**src/design/reb_pkg.sv**
```systemverilog
// Package for the rotary encoder and push button event unit.
// Types, register indexes and fixed constants shared by all design files.
// No dependencies.
`default_nettype none

package reb_pkg;

    // Request kinds on the input stream
    typedef enum logic [1:0] {
        CMD_TICK    = 2'd0,
        CMD_SWITCH  = 2'd1,
        CMD_ENCODER = 2'd2
    } t_cmd;

    // Event kinds on the output stream
    typedef enum logic [1:0] {
        EV_LONG   = 2'd0,
        EV_CLICK  = 2'd1,
        EV_DOUBLE = 2'd2,
        EV_STEP   = 2'd3
    } t_event;

    // Configuration register indexes
    typedef enum logic [2:0] {
        REG_SETTLE_TICKS  = 3'd0,
        REG_LONG_PRESS    = 3'd1,
        REG_DOUBLE_WINDOW = 3'd2,
        REG_DOUBLE_EN     = 3'd3,
        REG_SPEED_UP_EN   = 3'd4,
        REG_ACCEL_LIMIT   = 3'd5,
        REG_SPEED_UP_HOLD = 3'd6
    } t_reg_idx;

    localparam int CFG_IDX_W  = 3;
    localparam int CFG_DATA_W = 15;
    localparam int TIMER_W    = 14;
    localparam int ACCEL_W    = 15;
    localparam int STEP_W     = 16;

    // Fixed thresholds of the button and encoder logic
    localparam logic [7:0]         SETTLE_DONE    = 8'd255;
    localparam logic [TIMER_W-1:0] PRESS_MIN      = 14'd5;
    localparam logic [7:0]         SCAN_LOW_MASK  = 8'h3f;
    localparam logic [7:0]         SCAN_HIGH_MASK = 8'hc0;
    localparam logic [7:0]         SCAN_CCW_LIMIT = 8'd20;
    localparam logic [1:0]         PHASE_BOTH     = 2'b11;

    // Output queue depth; an item may push two events
    localparam int OUTQ_DEPTH = 4;
    localparam int OUTQ_PTR_W = 2;
    localparam int OUTQ_CNT_W = 3;

    typedef struct packed {
        t_cmd cmd;
        logic switch_level;
        logic phase_a;
        logic phase_b;
    } t_in;

    typedef struct packed {
        logic [7:0]         settle_ticks;
        logic [TIMER_W-1:0] long_press_ticks;
        logic [TIMER_W-1:0] double_window_ticks;
        logic               double_click_enable;
        logic               speed_up_enable;
        logic [ACCEL_W-1:0] accel_limit;
        logic [7:0]         speed_up_hold;
    } t_cfg;

    typedef struct packed {
        t_event                    kind;
        logic signed [STEP_W-1:0]  step;
        logic                      last;
    } t_result;

    // Up to two events produced by one request
    typedef struct packed {
        logic [1:0]        n;
        t_result [1:0]     r;
    } t_push;

endpackage

`default_nettype wire

```
**src/design/reb_cfg.sv**
```systemverilog
// Configuration register file of the event unit.
// Depends on reb_pkg.
`default_nettype none

module reb_cfg (
    input  wire logic                          i_clk,
    input  wire logic                          i_rst_n,
    input  wire logic                          i_cfg_valid,
    input  wire logic [reb_pkg::CFG_IDX_W-1:0] i_cfg_index,
    input  wire logic [reb_pkg::CFG_DATA_W-1:0] i_cfg_data,
    output reb_pkg::t_cfg                      o_cfg
);
    import reb_pkg::*;

    t_cfg r_cfg;

    // Write decode; unused index is dropped
    always_ff @(posedge i_clk) begin
        if (!i_rst_n) begin
            r_cfg.settle_ticks        <= 8'd10;
            r_cfg.long_press_ticks    <= 14'd1000;
            r_cfg.double_window_ticks <= 14'd300;
            r_cfg.double_click_enable <= 1'b1;
            r_cfg.speed_up_enable     <= 1'b0;
            r_cfg.accel_limit         <= 15'd1;
            r_cfg.speed_up_hold       <= 8'd0;
        end else if (i_cfg_valid) begin
            unique case (t_reg_idx'(i_cfg_index))
                REG_SETTLE_TICKS:  r_cfg.settle_ticks        <= i_cfg_data[7:0];
                REG_LONG_PRESS:    r_cfg.long_press_ticks    <= i_cfg_data[TIMER_W-1:0];
                REG_DOUBLE_WINDOW: r_cfg.double_window_ticks <= i_cfg_data[TIMER_W-1:0];
                REG_DOUBLE_EN:     r_cfg.double_click_enable <= i_cfg_data[0];
                REG_SPEED_UP_EN:   r_cfg.speed_up_enable     <= i_cfg_data[0];
                REG_ACCEL_LIMIT:   r_cfg.accel_limit         <= i_cfg_data[ACCEL_W-1:0];
                REG_SPEED_UP_HOLD: r_cfg.speed_up_hold       <= i_cfg_data[7:0];
                default: ;
            endcase
        end
    end

    assign o_cfg = r_cfg;

endmodule

`default_nettype wire

```
**src/design/reb_core.sv**
```systemverilog
// Button debounce, click timing and encoder step logic of the event unit.
// Holds all item state; one request is folded in per fire. Depends on reb_pkg.
`default_nettype none

module reb_core #(
    parameter int TIMER_IDLE = 10000
) (
    input  wire logic   i_clk,
    input  wire logic   i_rst_n,
    input  wire logic   i_fire,
    input  wire reb_pkg::t_in  i_item,
    input  wire reb_pkg::t_cfg i_cfg,
    output reb_pkg::t_push o_push
);
    import reb_pkg::*;

    localparam logic [TIMER_W-1:0] IDLE = TIMER_W'(TIMER_IDLE);

    logic               r_raw,    n_raw;
    logic [7:0]         r_settle, n_settle;
    logic               r_deb,    n_deb;
    logic [TIMER_W-1:0] r_press,  n_press;
    logic [TIMER_W-1:0] r_gap,    n_gap;
    logic [7:0]         r_scan,   n_scan;
    logic [1:0]         r_last,   n_last;
    logic [7:0]         r_hold,   n_hold;
    logic [ACCEL_W-1:0] r_accel,  n_accel;
    t_push              n_push;

    // Next state and events for the request in the input register
    always_comb begin
        logic [TIMER_W-1:0] click_at;
        logic [1:0]         ph;
        logic [7:0]         scan_tmp;
        logic [1:0]         cnt;

        n_raw    = r_raw;
        n_settle = r_settle;
        n_deb    = r_deb;
        n_press  = r_press;
        n_gap    = r_gap;
        n_scan   = r_scan;
        n_last   = r_last;
        n_hold   = r_hold;
        n_accel  = r_accel;
        n_push   = '0;
        cnt      = 2'd0;
        click_at = i_cfg.double_click_enable ? i_cfg.double_window_ticks : 14'd1;
        ph       = {i_item.phase_b, i_item.phase_a};
        scan_tmp = r_scan | {2'b00, ph, 4'b0000};

        unique case (i_item.cmd)
            CMD_TICK: begin
                // settle counter, debounced level follows raw at the mark
                if (r_settle < SETTLE_DONE) begin
                    n_settle = r_settle + 8'd1;
                    if (n_settle == i_cfg.settle_ticks) begin
                        n_deb = r_raw;
                    end
                end
                // press timer and long press
                if (!n_deb && r_press < IDLE) begin
                    n_press = r_press + 14'd1;
                    if (n_press == i_cfg.long_press_ticks) begin
                        n_push.r[cnt[0]] = '{kind: EV_LONG, step: '0, last: 1'b0};
                        cnt = cnt + 2'd1;
                    end
                end
                // gap timer and single click
                if (r_gap < IDLE) begin
                    n_gap = r_gap + 14'd1;
                    if (n_gap == click_at) begin
                        n_gap = IDLE;
                        n_push.r[cnt[0]] = '{kind: EV_CLICK, step: '0, last: 1'b0};
                        cnt = cnt + 2'd1;
                    end
                end
                // released: short press opens a window or closes a double click
                if (n_deb) begin
                    if (n_press > PRESS_MIN && n_press < i_cfg.long_press_ticks) begin
                        if (n_gap > i_cfg.double_window_ticks) begin
                            n_gap = '0;
                        end else if (n_gap < i_cfg.double_window_ticks) begin
                            n_gap = IDLE;
                            n_push.r[cnt[0]] = '{kind: EV_DOUBLE, step: '0, last: 1'b0};
                            cnt = cnt + 2'd1;
                        end
                    end
                    n_press = '0;
                end
                // acceleration hold ageing
                if (r_hold != 8'd0) begin
                    n_hold = r_hold - 8'd1;
                    if ({1'b0, r_accel} + 16'd1 < {1'b0, i_cfg.accel_limit}) begin
                        n_accel = r_accel + 15'd1;
                    end
                end else begin
                    n_accel = '0;
                end
            end
            CMD_SWITCH: begin
                n_raw    = i_item.switch_level;
                n_settle = '0;
            end
            CMD_ENCODER: begin
                if (ph == 2'b00) begin
                    n_scan = r_scan & SCAN_LOW_MASK;
                end else if (ph != PHASE_BOTH && ph != r_last) begin
                    n_last = ph;
                    if ((r_scan & SCAN_HIGH_MASK) != 8'd0) begin
                        n_scan = r_scan | {6'd0, ph};
                    end else begin
                        if (i_cfg.speed_up_enable) begin
                            n_hold = i_cfg.speed_up_hold;
                        end
                        n_push.r[0].kind = EV_STEP;
                        n_push.r[0].step = (scan_tmp < SCAN_CCW_LIMIT) ?
                                           ~{1'b0, r_accel} : {1'b0, r_accel} + 16'sd1;
                        cnt    = 2'd1;
                        n_scan = SCAN_HIGH_MASK;
                    end
                end
            end
            default: ;
        endcase

        // last marker on the final event of the request
        n_push.r[0].last = (cnt == 2'd1);
        n_push.r[1].last = 1'b1;
        n_push.n         = i_fire ? cnt : 2'd0;
    end

    // State registers
    always_ff @(posedge i_clk) begin
        if (!i_rst_n) begin
            r_raw    <= 1'b1;
            r_settle <= SETTLE_DONE;
            r_deb    <= 1'b1;
            r_press  <= IDLE;
            r_gap    <= IDLE;
            r_scan   <= '0;
            r_last   <= '0;
            r_hold   <= '0;
            r_accel  <= '0;
        end else if (i_fire) begin
            r_raw    <= n_raw;
            r_settle <= n_settle;
            r_deb    <= n_deb;
            r_press  <= n_press;
            r_gap    <= n_gap;
            r_scan   <= n_scan;
            r_last   <= n_last;
            r_hold   <= n_hold;
            r_accel  <= n_accel;
        end
    end

    assign o_push = n_push;

    // Timers never run past the idle mark
    a_timers_bounded: assert property (@(posedge i_clk) disable iff (!i_rst_n)
        r_press <= IDLE && r_gap <= IDLE)
        else $error("press or gap timer beyond idle mark");

    // A switch change restarts the settle counter
    a_switch_restart: assert property (@(posedge i_clk) disable iff (!i_rst_n)
        i_fire && i_item.cmd == CMD_SWITCH |=> r_settle == 8'd0)
        else $error("settle counter not restarted");

    // A rotation step leaves the scan byte at its blocking value
    a_step_scan: assert property (@(posedge i_clk) disable iff (!i_rst_n)
        o_push.n != 2'd0 && o_push.r[0].kind == EV_STEP |=> r_scan == SCAN_HIGH_MASK)
        else $error("scan byte not blocked after step");

    // Events only while a request is folded in
    a_push_on_fire: assert property (@(posedge i_clk) disable iff (!i_rst_n)
        !i_fire |-> o_push.n == 2'd0)
        else $error("event without request");

endmodule

`default_nettype wire

```
**src/design/reb_outq.sv**
```systemverilog
// Output event queue of the event unit: takes up to two events per cycle,
// gives one per cycle on the master stream while it is ready. Depends on reb_pkg.
`default_nettype none

module reb_outq (
    input  wire logic    i_clk,
    input  wire logic    i_rst_n,
    input  wire reb_pkg::t_push i_push,
    output logic         o_room,
    output logic         o_valid,
    input  wire logic    i_ready,
    output reb_pkg::t_result o_head
);
    import reb_pkg::*;

    t_result                r_mem [OUTQ_DEPTH];
    logic [OUTQ_PTR_W-1:0]  r_wr, r_rd;
    logic [OUTQ_CNT_W-1:0]  r_count;
    logic                   pop;

    assign pop     = o_valid && i_ready;
    assign o_valid = (r_count != '0);
    assign o_room  = (r_count <= OUTQ_CNT_W'(OUTQ_DEPTH - 2));
    assign o_head  = r_mem[r_rd];

    // Entry storage
    always_ff @(posedge i_clk) begin
        if (i_push.n != 2'd0) begin
            r_mem[r_wr] <= i_push.r[0];
        end
        if (i_push.n == 2'd2) begin
            r_mem[r_wr + OUTQ_PTR_W'(1)] <= i_push.r[1];
        end
    end

    // Pointers and fill level
    always_ff @(posedge i_clk) begin
        if (!i_rst_n) begin
            r_wr    <= '0;
            r_rd    <= '0;
            r_count <= '0;
        end else begin
            r_wr    <= r_wr + OUTQ_PTR_W'(i_push.n);
            r_rd    <= r_rd + OUTQ_PTR_W'(pop);
            r_count <= r_count + OUTQ_CNT_W'(i_push.n) - OUTQ_CNT_W'(pop);
        end
    end

    // Fill level never exceeds the depth
    a_count_bound: assert property (@(posedge i_clk) disable iff (!i_rst_n)
        r_count <= OUTQ_CNT_W'(OUTQ_DEPTH))
        else $error("output queue overfilled");

    // A push always finds space
    a_push_fits: assert property (@(posedge i_clk) disable iff (!i_rst_n)
        i_push.n != 2'd0 |-> r_count + OUTQ_CNT_W'(i_push.n) <= OUTQ_CNT_W'(OUTQ_DEPTH))
        else $error("push into full output queue");

    // A pop with no push lowers the fill level by one
    a_pop_count: assert property (@(posedge i_clk) disable iff (!i_rst_n)
        pop && i_push.n == 2'd0 |=> r_count == $past(r_count) - OUTQ_CNT_W'(1))
        else $error("fill level wrong after pop");

endmodule

`default_nettype wire

```
**src/design/rotary_encoder_button_events_unit.sv**
```systemverilog
// Top level of the rotary encoder and push button event unit.
// Uses reb_pkg, reb_cfg, reb_core and reb_outq.
//
// Channel     Dir  Handshake                  Payload
// s_axis      in   tvalid/tready              tuser: command; tdata: switch, phase a, phase b
// m_axis      out  tvalid/tready              tuser: event kind; tdata: step; tlast: last
// cfg         in   i_cfg_valid/o_cfg_ready    i_cfg_index, i_cfg_data
//
// One request per cycle while the output queue has room. A taken request is held in the
// input register until it is folded in, when its events (up to two) are written to a four-entry
// output queue, which offers them on m_axis in order.
// A request is folded in only while the queue has room for two events, so a
// stalled m_axis stalls s_axis once the queue holds three or more events.
// Reset is synchronous, active low; configuration writes are always taken.
`default_nettype none

module rotary_encoder_button_events_unit #(
    parameter int TIMER_IDLE = 10000  // idle mark of the press and gap timers, 256..16383
) (
    input  wire logic                           i_clk,
    input  wire logic                           i_rst_n,
    // input stream
    input  wire logic                           i_s_axis_tvalid,
    output logic                                o_s_axis_tready,
    input  wire logic [7:0]                     i_s_axis_tdata,  // [0] switch_level, [1] phase_a, [2] phase_b
    input  wire logic [1:0]                     i_s_axis_tuser,  // [1:0] command
    // output stream
    output logic                                o_m_axis_tvalid,
    input  wire logic                           i_m_axis_tready,
    output logic [reb_pkg::STEP_W-1:0]          o_m_axis_tdata,  // [15:0] step_value
    output logic [1:0]                          o_m_axis_tuser,  // [1:0] event_kind
    output logic                                o_m_axis_tlast,
    // configuration writes
    input  wire logic                           i_cfg_valid,
    output logic                                o_cfg_ready,
    input  wire logic [reb_pkg::CFG_IDX_W-1:0]  i_cfg_index,
    input  wire logic [reb_pkg::CFG_DATA_W-1:0] i_cfg_data
);
    import reb_pkg::*;

    logic    r_in_vld;
    t_in     r_in;
    logic    fire;
    logic    room;
    logic    s_accept;
    t_cfg    cfg;
    t_push   push;
    t_result head;

    assign fire            = r_in_vld && room;
    assign o_s_axis_tready = !r_in_vld || fire;
    assign s_accept        = i_s_axis_tvalid && o_s_axis_tready;
    assign o_cfg_ready     = 1'b1;

    // Input register
    always_ff @(posedge i_clk) begin
        if (!i_rst_n) begin
            r_in_vld <= 1'b0;
        end else begin
            r_in_vld <= s_accept || (r_in_vld && !fire);
        end
    end

    always_ff @(posedge i_clk) begin
        if (s_accept) begin
            r_in.cmd          <= t_cmd'(i_s_axis_tuser);
            r_in.switch_level <= i_s_axis_tdata[0];
            r_in.phase_a      <= i_s_axis_tdata[1];
            r_in.phase_b      <= i_s_axis_tdata[2];
        end
    end

    reb_cfg u_cfg (
        .i_clk       (i_clk),
        .i_rst_n     (i_rst_n),
        .i_cfg_valid (i_cfg_valid),
        .i_cfg_index (i_cfg_index),
        .i_cfg_data  (i_cfg_data),
        .o_cfg       (cfg)
    );

    reb_core #(
        .TIMER_IDLE (TIMER_IDLE)
    ) u_core (
        .i_clk   (i_clk),
        .i_rst_n (i_rst_n),
        .i_fire  (fire),
        .i_item  (r_in),
        .i_cfg   (cfg),
        .o_push  (push)
    );

    reb_outq u_outq (
        .i_clk   (i_clk),
        .i_rst_n (i_rst_n),
        .i_push  (push),
        .o_room  (room),
        .o_valid (o_m_axis_tvalid),
        .i_ready (i_m_axis_tready),
        .o_head  (head)
    );

    assign o_m_axis_tdata = head.step;
    assign o_m_axis_tuser = head.kind;
    assign o_m_axis_tlast = head.last;

endmodule

`default_nettype wire
```
**config.mk**
```make
export PLATFORM = sky130hd
export DESIGN_NAME = rotary_encoder_button_events_unit
export DESIGN_NICKNAME = d
export VERILOG_FILES = /design/src/design/reb_pkg.sv /design/src/design/reb_cfg.sv /design/src/design/reb_core.sv /design/src/design/reb_outq.sv /design/src/design/rotary_encoder_button_events_unit.sv
export SDC_FILE = /design/constraint.sdc
export NUM_CORES = 1
export LEC_CHECK = 0
export CORE_MARGIN = 5
export CORE_UTILIZATION = 30
export CTS_BUF_LIST = sky130_fd_sc_hd__clkbuf_8
export DETAILED_ROUTE_END_ITERATION = 16
export DONT_BUFFER_PORTS = 1
export GPL_ROUTABILITY_DRIVEN = 0
export SETUP_SLACK_MARGIN = 0.3
export SYNTH_ARGS = -nofsm -noshare
export SYNTH_HDL_FRONTEND = slang
export SYNTH_HIERARCHICAL = 1
export SYNTH_SLANG_ARGS = --single-unit
```
**constraint.sdc**
```tcl
create_clock -name i_clk -period 7.6 [get_ports i_clk]
set_clock_uncertainty 0.05 [all_clocks]
set_input_delay 0 -clock i_clk [delete_from_list [all_inputs] [get_ports i_clk]]
set_output_delay 0 -clock i_clk [all_outputs]
set_load 0.01 [all_outputs]
```
==> results of run 1 <==
==> power by group <==
part	leakage, nW	switching, mW	internal (mW)	total (mW)
Combinational	3.67	0.252	0.202	0.454
Clock	0.451	0.508	0.642	1.15
Sequential	1.90	0.0476	1.24	1.29
==> cell type report <==
class / instances / area, µm²
tap: 607 / 759
fill: 4726 / 30700
timing repair buffer: 56 / 549
inverter: 77 / 289
clock buffer: 45 / 619
sequential: 218 / 5180
multi-input combinational: 1031 / 7950
antenna: 1 / 2.50
clock inverter: 23 / 180
==> per-layer routing <==
metal,vias up,global-route usage [%],part of all wire [%],routed length (µm)
met3,47,2.48,5.1,1800
met2,267,22.0,45,16100
met5,-,0,0.020,7
li1,5089,-,-,-
met1,5043,19.1,48,17000
met4,2,3.14,1.8,626
==> worst reg2reg max path: stages, from the launching register on <==
cell	delay [ns]
dfxtp_1	0.53
nand4_1	0.38
o21ai_0	0.35
nand2_1	0.11
o32a_1	0.36
a2111oi_2	0.37
o211ai_1	0.20
buf_4	0.22
nand2_1	0.21
o22ai_1	0.18
ha_1	0.33
and4_1	0.18
a221oi_1	0.30
o21ai_0	0.17
a211o_1	0.35
inv_1	0.14
ha_1	0.24
o41ai_1	0.44
o21ai_1	0.19
and2_1	0.33
and4bb_2	0.36
buf_4	0.30
mux2_2	0.39
==> through the flow <==
stage                     util, %  cell area, µm²  std cells
after floorplan                 -           14000       1440
after global placement       30.9           14300       1950
after detailed placement     30.9           14300       1950
after CTS                    33.5           15500       2056
after global routing         33.6           15500       2057
final                        33.6           15500       2058
==> worst paths after layout <==
kind	start	end	slack [ns]	cells past startpoint
setup reg to reg	u_core/r_gap[4]	u_outq/r_mem[2][15]	0.68	22
setup / recovery	u_core/r_gap[4]	u_outq/r_mem[2][15]	0.68	22
hold / removal	i_s_axis_tdata[2]	r_in[0]	0.04	1
hold reg to reg	u_core/r_scan[2]	u_core/r_scan[2]	0.41	1
==> cells by family after synthesis <==
logic type,Yosys count
and+or+nand+nor,458
AOI/OAI and AO/OA,233
DFF,218
buffers and inverters,191
muxes,178
xor gates and xnor gates,88
adders and majority gates,56
other,3
==> registers in the layout (all words and copies together), names as in the netlist <==
name             count
u_core/r_accel      15
u_cfg/o_cfg         61
u_core/r_hold        8
u_outq/r_count       3
u_outq/r_rd          2
u_core/r_last        2
u_core/r_press      14
u_core/r_scan        5
u_core/r_raw         1
u_core/r_settle      8
u_outq/r_wr          2
u_outq/r_mem        76
u_core/r_deb         1
r_in_vld             1
r_in                 5
u_core/r_gap        14
==> synth_stat cells (all sizes together) (9+ instances only) <==
cell type | number | share of area [%]
nor3 | 17 | 0.61
mux2i | 79 | 5.7
xor2 | 22 | 1.4
nand3 | 50 | 1.8
or3 | 11 | 0.50
nand2b | 13 | 0.64
xnor2 | 61 | 4.0
buf | 59 | 3.2
nor2 | 82 | 2.2
a22oi | 19 | 1.3
nand4 | 14 | 0.63
and3 | 14 | 0.63
a21oi | 37 | 1.3
o21ai | 48 | 1.7
nor2b | 49 | 2.4
a31oi | 20 | 0.90
inv | 77 | 2.1
ha | 55 | 4.9
and2 | 17 | 0.79
dfxtp | 137 | 20
a21o | 16 | 0.87
mux2 | 80 | 6.7
nor4 | 17 | 0.98
nand2 | 132 | 3.6
o21a | 9 | 0.48
edfxtp | 81 | 17
mux4 | 19 | 3.1
clkbuf | 55 | 1.5
==> timing repair <==
action,4_1_cts,5_1_grt
gates resized for setup,0,6
setup buffers,0,1
setup endpoints to repair,0,152
hold endpoints to repair,147,0
hold buffers,38,0
==> reports/metrics.csv, run 1 <==
metric,value,unit
cpPeakStageDelay,0.53,ns
p_leak,6.01,nW
grt_max_degree,168,
synth_top_family_by_area,simple AND/OR/NAND/NOR gates,
drc,0,
synthMuxAreaShare,15.5,%
vias,10448,
grt_pass1_vias,10307,
clkLatencyLatePin,0.56,ns
synthArstFlopShare,0,%
cts_tree,yes,
die_y,226,µm
slew_viol_final,0,
dpl.hpwl,24.2,mm
cts_num_sinks,218,
path_cells,"nand4_1, o21ai_0, nand2_1, o32a_1, a2111oi_2, o211ai_1, buf_4, nand2_1, o22ai_1, ha_1, and4_1, a221oi_1, o21ai_0, a211o_1, inv_1, ha_1, o41ai_1, o21ai_1, and2_1, and4bb_2, buf_4, mux2_2",
syn_to_final_growth,11.2,%
core_area,0.0463,mm²
finalWirelength,35.5,mm
mostFrequentLayoutCells,"136 x dfxtp_1, 132 x nand2_1, 90 x inv_1",
clkTransAtPathRegs,0.06,ns
via_per_inst,5.08,
critPathRequiredTime,7.86,ns
peakVddDrop,140,µV
die_w,226,µm
synthCells,1425,
antenna_found_initial,1,
clock_path_buffers,3,
htree_levels,2,
final_nets,1511,
critical_path.top_delay_family,compound AO/OA/AOI/OAI gates,
die_area,0.0509,mm²
slew-limit-headroom,26.4,%
synth_edf_count,81,
synth-xor-area-share,6.15,%
maxCapViolCount,0,
root_buffer,clkbuf_8,
firstDrtPassIters,7,
grt_overflow,0,
ant_nets,0,
fin_ws,0.677,ns
cp_data_arrival_time,7.18,ns
min_period,6.92,ns
yosys.area_share.simple,17.4,%
start_util,30.2,%
yosysSeqAreaShare,37.1,%
max_freq,0.144,GHz
ys.flop_type,dfxtp_1,
cts_made_buffers,38,
pin_count,55,
grt_use_total,13.6,%
avgSynthCellArea,9.79,µm²
grt_setup_unrepaired,no,
synth_area,0.0140,mm²
drt-initial-drc-count,741,
path_max_fanout,19,
totalPowerFinal,2.89,mW
ys_ff_latch,218,
grt_pass1_wl,56.2,mm
min_path_type,in -> reg,
final_common_cell,dfxtp_1,
start_kind,flop,
synth_cell_type_count,97,
setup_viol,0,
worst-path-buf-inv,3,
p_per_area,186,mW/mm²
drive_above_1_share,15.4,%
tightest_slew,1.10,ns
slowest_stage,dfxtp_1,
fin_setup_tns,0,ns
dp_slack,0.516,ns
synth_compound_area_share,12.0,%
rows,79,
status,"complete, no violations",
hold_violations,0,
io_buffers,0,
crit_type,reg -> reg,
crit_path_end_kind,flop,
yosysWarnings,6,
hold_ws,0.0394,ns
wl_per_cell,17.3,µm
period_share,91.1,%
synth-adder-area-share,5.07,%
No activity file was read; power rests on OpenSTA's default activity.
==> run 2, diff against run 1 <==
==> constraint.sdc (replaced) <==
create_clock -name i_clk -period 6.6 [get_ports i_clk]
set_clock_uncertainty 0.05 [all_clocks]
set_input_delay 0 -clock i_clk [delete_from_list [all_inputs] [get_ports i_clk]]
set_output_delay 0 -clock i_clk [all_outputs]
set_load 0.01 [all_outputs]
==> run 2 against run 1 <==
  * Sequential share of layout area shrank 1.2 points
  * Cell count increased by 2.9%
  * Final area is 4.2% higher
  * First-iteration DRC count increased by 4.3%
  * Sequential power is 14% higher
  * Highest routed layer unchanged
==> reports/metrics.csv, run 2 (synthesis gave the netlist of run 1 again) <==
metric,value,unit
ant_nets,0,
slew-limit-headroom,29.3,%
fin_area,0.0162,mm²
path_max_fanout,6,
critPathRequiredTime,6.85,ns
intPower,2.24,mW
switchingPower,0.932,mW
r2r_cells,27,
maxCapViolCount,0,
r2r-end,u_outq/r_mem[1][6],
grt_max_degree,167,
htree_levels,2,
max_freq,0.164,GHz
vias,10804,
finalWirelength,37.0,mm
drc,0,
holdPathEnd,r_in[0],
p_sw_share,29.4,%
clkTransAtPathRegs,0.06,ns
start_kind,flop,
die_y,226,µm
wl_per_cell,17.5,µm
r2r-start,u_core/r_gap[0],
die_area,0.0509,mm²
min_period,6.11,ns
min_path_type,in -> reg,
setup_viol,0,
regMostFlops,u_outq/r_mem,
tightest_slew,1.06,ns
sequentialPowerShare,46.5,%
pwr-share-comb,17.7,%
crit_type,reg -> reg,
root_buffer,clkbuf_8,
fin_ws,0.491,ns
core_area,0.0463,mm²
io_buffers,0,
cts_made_buffers,38,
cp_data_arrival_time,6.35,ns
grt_setup_unrepaired,no,
largest_register_ffs,76,
grt_pass1_vias,10627,
r2r_slack,0.49,ns
antenna_found_initial,3,
drive_above_1_share,20.3,%
p_clk_share,35.8,%
grt_overflow,0,
drt-initial-drc-count,773,
crit_path_end_kind,flop,
postPlaceCellArea,0.0147,mm²
fin_setup_tns,0,ns
dp_slack,0.0323,ns
final_nets,1571,
mostFrequentLayoutCells,"130 x dfxtp_1, 130 x nand2_1, 90 x inv_1",
p_per_area,196,mW/mm²
cts_num_sinks,218,
peakVddDrop,103,µV
via_per_inst,5.10,
cts_tree,yes,
dpl.hpwl,25.1,mm
p_leak,6.32,nW
die_w,226,µm
grt_pass1_wl,58.3,mm
clkLatencyLatePin,0.56,ns
hp-start,i_s_axis_tdata[2],
grt_use_total,14.1,%
rows,79,
start_util,30.2,%
clock_path_buffers,3,
holdPathStages,1,
slew_viol_final,0,
period_share,92.6,%
hold_violations,0,
pin_count,55,
status,"complete, no violations",
firstDrtPassIters,7,
post-route-util,35.0,%
syn_to_final_growth,15.9,%
[run 2: cell count changes in the layout (fill, tap and decap cells not counted), moves of 4 or more]
| cell | change |
|---|---|
| buf_12 | +10 |
| o21ai_0 | -5 |
| buf_6 | +4 |
| buf_4 | +41 |
| dfxtp_1 | -6 |
| clkbuf_8 | -5 |
| clkinv_1 | +4 |
| dfxtp_4 | +4 |
[run 2: worst max-delay path, stage by stage (launching register included)]
cell and delay [ns]:
dfxtp_4 0.37, ha_4 0.15, and3_4 0.19, nand3_2 0.11, xnor2_1 0.14, or4_1 0.48
a2111oi_2 0.25, buf_4 0.16, o211ai_1 0.12, buf_4 0.21, inv_4 0.06, o21ai_2 0.07
ha_1 0.34, a21o_1 0.17, a21o_1 0.16, a221oi_2 0.27, o21ai_1 0.11, a211o_1 0.36
buf_6 0.14, nor4_4 0.32, mux2i_2 0.32, buf_4 0.17, and2_4 0.15, buf_6 0.11
nor4b_4 0.21, buf_4 0.19, clkbuf_16 0.15, mux2_2 0.32
[run 2: metrics by stage]
step	hold slack, ns	power (mW)	std cells
floorplan	0.0489	1.90	1440
global placement	0.0491	2.00	1990
detailed placement	0.0491	2.01	1990
CTS	0.00169	3.20	2101
global route	0.00620	3.33	2115
finish	0.0521	3.17	2117
[run 2: final cells by class]
| type | instances | area (µm²) |
|---|---|---|
| Antenna cell | 2 | 5.00 |
| Clock buffer | 40 | 551 |
| Clock inverter | 26 | 114 |
| Fill cell | 4741 | 30100 |
| Inverter | 77 | 292 |
| Multi-Input combinational cell | 1031 | 8090 |
| Sequential cell | 218 | 5190 |
| Tap cell | 607 | 759 |
| Timing Repair Buffer | 116 | 1160 |
[run 2: power by group through the flow]
stage	Clock, mW	Sequential [mW]	Combinational, mW
after floorplan	0	1.48	0.426
after global placement	0	1.50	0.498
after detailed placement	0	1.50	0.508
after CTS	1.17	1.47	0.554
after global routing	1.24	1.48	0.616
final	1.13	1.47	0.561
[run 2: routing by layer]
layer	GRT usage [%]	vias to the layer above	share of wire [%]
met5	0	-	0.030
met4	2.83	2	1.8
met3	2.87	50	5.7
met2	22.9	264	46
met1	19.5	5267	46
li1	-	5221	-
[run 2: worst max path at each step]
stage                  startpoint                   to  cells after the start
2_1_floorplan     u_core/r_gap[1]   u_outq/r_mem[2][0]                     25
3_3_place_gp      u_core/r_gap[1]  u_outq/r_mem[1][12]                     26
3_5_place_dp      u_core/r_gap[1]   u_outq/r_mem[1][9]                     26
4_1_cts        u_core/r_settle[1]   u_outq/r_mem[1][9]                     25
5_1_grt           u_core/r_gap[0]   u_outq/r_mem[1][6]                     27
6_report          u_core/r_gap[0]   u_outq/r_mem[1][6]                     27
[run 2: timing repair]
item	CTS	global route
endpoints found under the hold margin	147	0
resized for setup	22	35
buffers inserted	3	12
setup endpoints to repair	150	151
hold buffers	41	0
gates cloned	1	2
pin swaps	4	18
==> run 3, diff against run 2 <==
--- a/config.mk
+++ b/config.mk
@@ -7,7 +7,6 @@
 export LEC_CHECK = 0
 export CORE_MARGIN = 5
 export CORE_UTILIZATION = 30
-export CTS_BUF_LIST = sky130_fd_sc_hd__clkbuf_8
 export DETAILED_ROUTE_END_ITERATION = 16
 export DONT_BUFFER_PORTS = 1
 export GPL_ROUTABILITY_DRIVEN = 0
==> run 3 against run 2 <==
  * Clock-buffer cell count is 6 lower
  * Setup slack worse by 0.043 ns
  * Critical path depth is 1 lower
  * Largest cell class unchanged
  * Largest power group unchanged
  * Highest routed layer unchanged
==> reports/metrics.csv, run 3 (synthesis gave the netlist of run 1 again) <==
metric,value,unit
status,"complete, no violations",
drt-initial-drc-count,797,
die_w,226,µm
p_leak,6.40,nW
drive_above_1_share,20.8,%
peakVddDrop,178,µV
crit_type,reg -> reg,
worst-path-buf-inv,7,
slew_viol_final,0,
tightest_slew,1.10,ns
cts_tree,yes,
finalWirelength,36.8,mm
mostFrequentLayoutCells,"130 x dfxtp_1, 130 x nand2_1, 82 x nor2_1",
cts_num_sinks,218,
period_share,93.2,%
grt_pass1_vias,10463,
syn_to_final_growth,18.3,%
grt_use_total,13.9,%
p_sw_share,26.6,%
cts_made_buffers,25,
drc,0,
grt_overflow,0,
root_buffer,clkbuf_16,
critPathRequiredTime,6.83,ns
sequentialPowerShare,42.1,%
core_area,0.0463,mm²
highest_layer,met5,
ant_nets,0,
post-route-util,35.7,%
critical_path.top_delay_family,compound AO/OA/AOI/OAI gates,
largest_register_ffs,76,
fin_setup_tns,0,ns
vias,10721,
grt_setup_unrepaired,yes,
grt_max_degree,168,
via_per_inst,5.11,
met2_length,17.2,mm
hold_violations,0,
clkLatencyLatePin,0.54,ns
slowest_stage,or4_4,
pin_count,55,
p_clk_share,41.8,%
wl_met3,1.69,mm
crit_path_end_kind,flop,
wl_per_cell,17.5,µm
dpl.hpwl,25.1,mm
slew-limit-headroom,26.5,%
max_freq,0.163,GHz
intPower,2.57,mW
regMostFlops,u_outq/r_mem,
firstDrtPassIters,7,
die_area,0.0509,mm²
clock_path_buffers,3,
start_kind,flop,
wl_met1,17.3,mm
p_per_area,212,mW/mm²
io_buffers,0,
switchingPower,0.930,mW
htree_levels,1,
min_path_type,in -> reg,
cpPeakStageDelay,0.52,ns
start_util,30.2,%
die_y,226,µm
clkTransAtPathRegs,0.06,ns
final_nets,1559,
grt_pass1_wl,57.8,mm
antenna_found_initial,2,
dp_slack,0.0323,ns
pwr-share-comb,16.1,%
cp_data_arrival_time,6.38,ns
min_period,6.15,ns
hold_ws,0.0532,ns
setup_viol,0,
cpMostUsedCell,buf_4,
fin_ws,0.448,ns
rows,79,
totalPowerFinal,3.50,mW
maxCapViolCount,0,
path_max_fanout,6,
-- run 3: changes by cell type in the layout (fill, tap and decap cells not counted), moves of 3 or more --
cell,delta
mux2_4,+15
clkbuf_16,+26
clkinv_1,-6
bufinv_16,+4
mux2_2,-14
ha_1,-3
inv_1,-14
clkbuf_1,+6
buf_4,+3
clkbuf_8,-37
-- run 3: per-layer routing --
layer	track usage (%)	vias up
li1	-	5207
met1	19.7	5221
met2	23.1	249
met3	1.92	42
met4	2.42	2
met5	0	-
-- run 3: final timing paths --
path	endpoint	slack, ns	from	cells after the start
worst max-delay path	u_outq/r_mem[1][11]	0.45	u_core/r_gap[0]	26
worst min-delay path	u_cfg/o_cfg[55]	0.05	i_cfg_valid	2
worst max register to register	u_outq/r_mem[1][11]	0.45	u_core/r_gap[0]	26
worst min register to register	u_core/r_scan[3]	0.41	u_core/r_scan[3]	1
-- run 3: layout make-up --
type / count / area, µm²
clock buffers: 34 / 689
multi-input cells: 1031 / 8210
well taps: 607 / 759
fillers: 4689 / 29800
inverters: 77 / 292
diodes: 1 / 2.50
clock inverters: 12 / 176
repair buffers: 117 / 1180
flip-flops and latches: 218 / 5190
-- run 3: stage by stage --
stage                     std cells  cell area, µm²
after floorplan                1440           14000
after global placement         1990           14700
after detailed placement       1990           14700
after CTS                      2080           16100
after global routing           2096           16500
final                          2097           16500
-- run 3: repair_timing --
item | 4_1_cts | 5_1_grt
setup buffers | 4 | 13
pin swaps | 4 | 16
endpoints found under the setup margin | 154 | 152
hold buffers | 39 | 0
hold endpoints to repair | 147 | 0
gates resized for setup | 23 | 57
gates cloned | 1 | 3
-- run 3: power groups by stage --
stage	Sequential (mW)	Combinational, mW	Clock, mW
global placement	1.50	0.498	0
CTS	1.47	0.555	1.50
floorplan	1.48	0.426	0
global route	1.48	0.619	1.56
detailed placement	1.50	0.508	0
finish	1.47	0.562	1.46
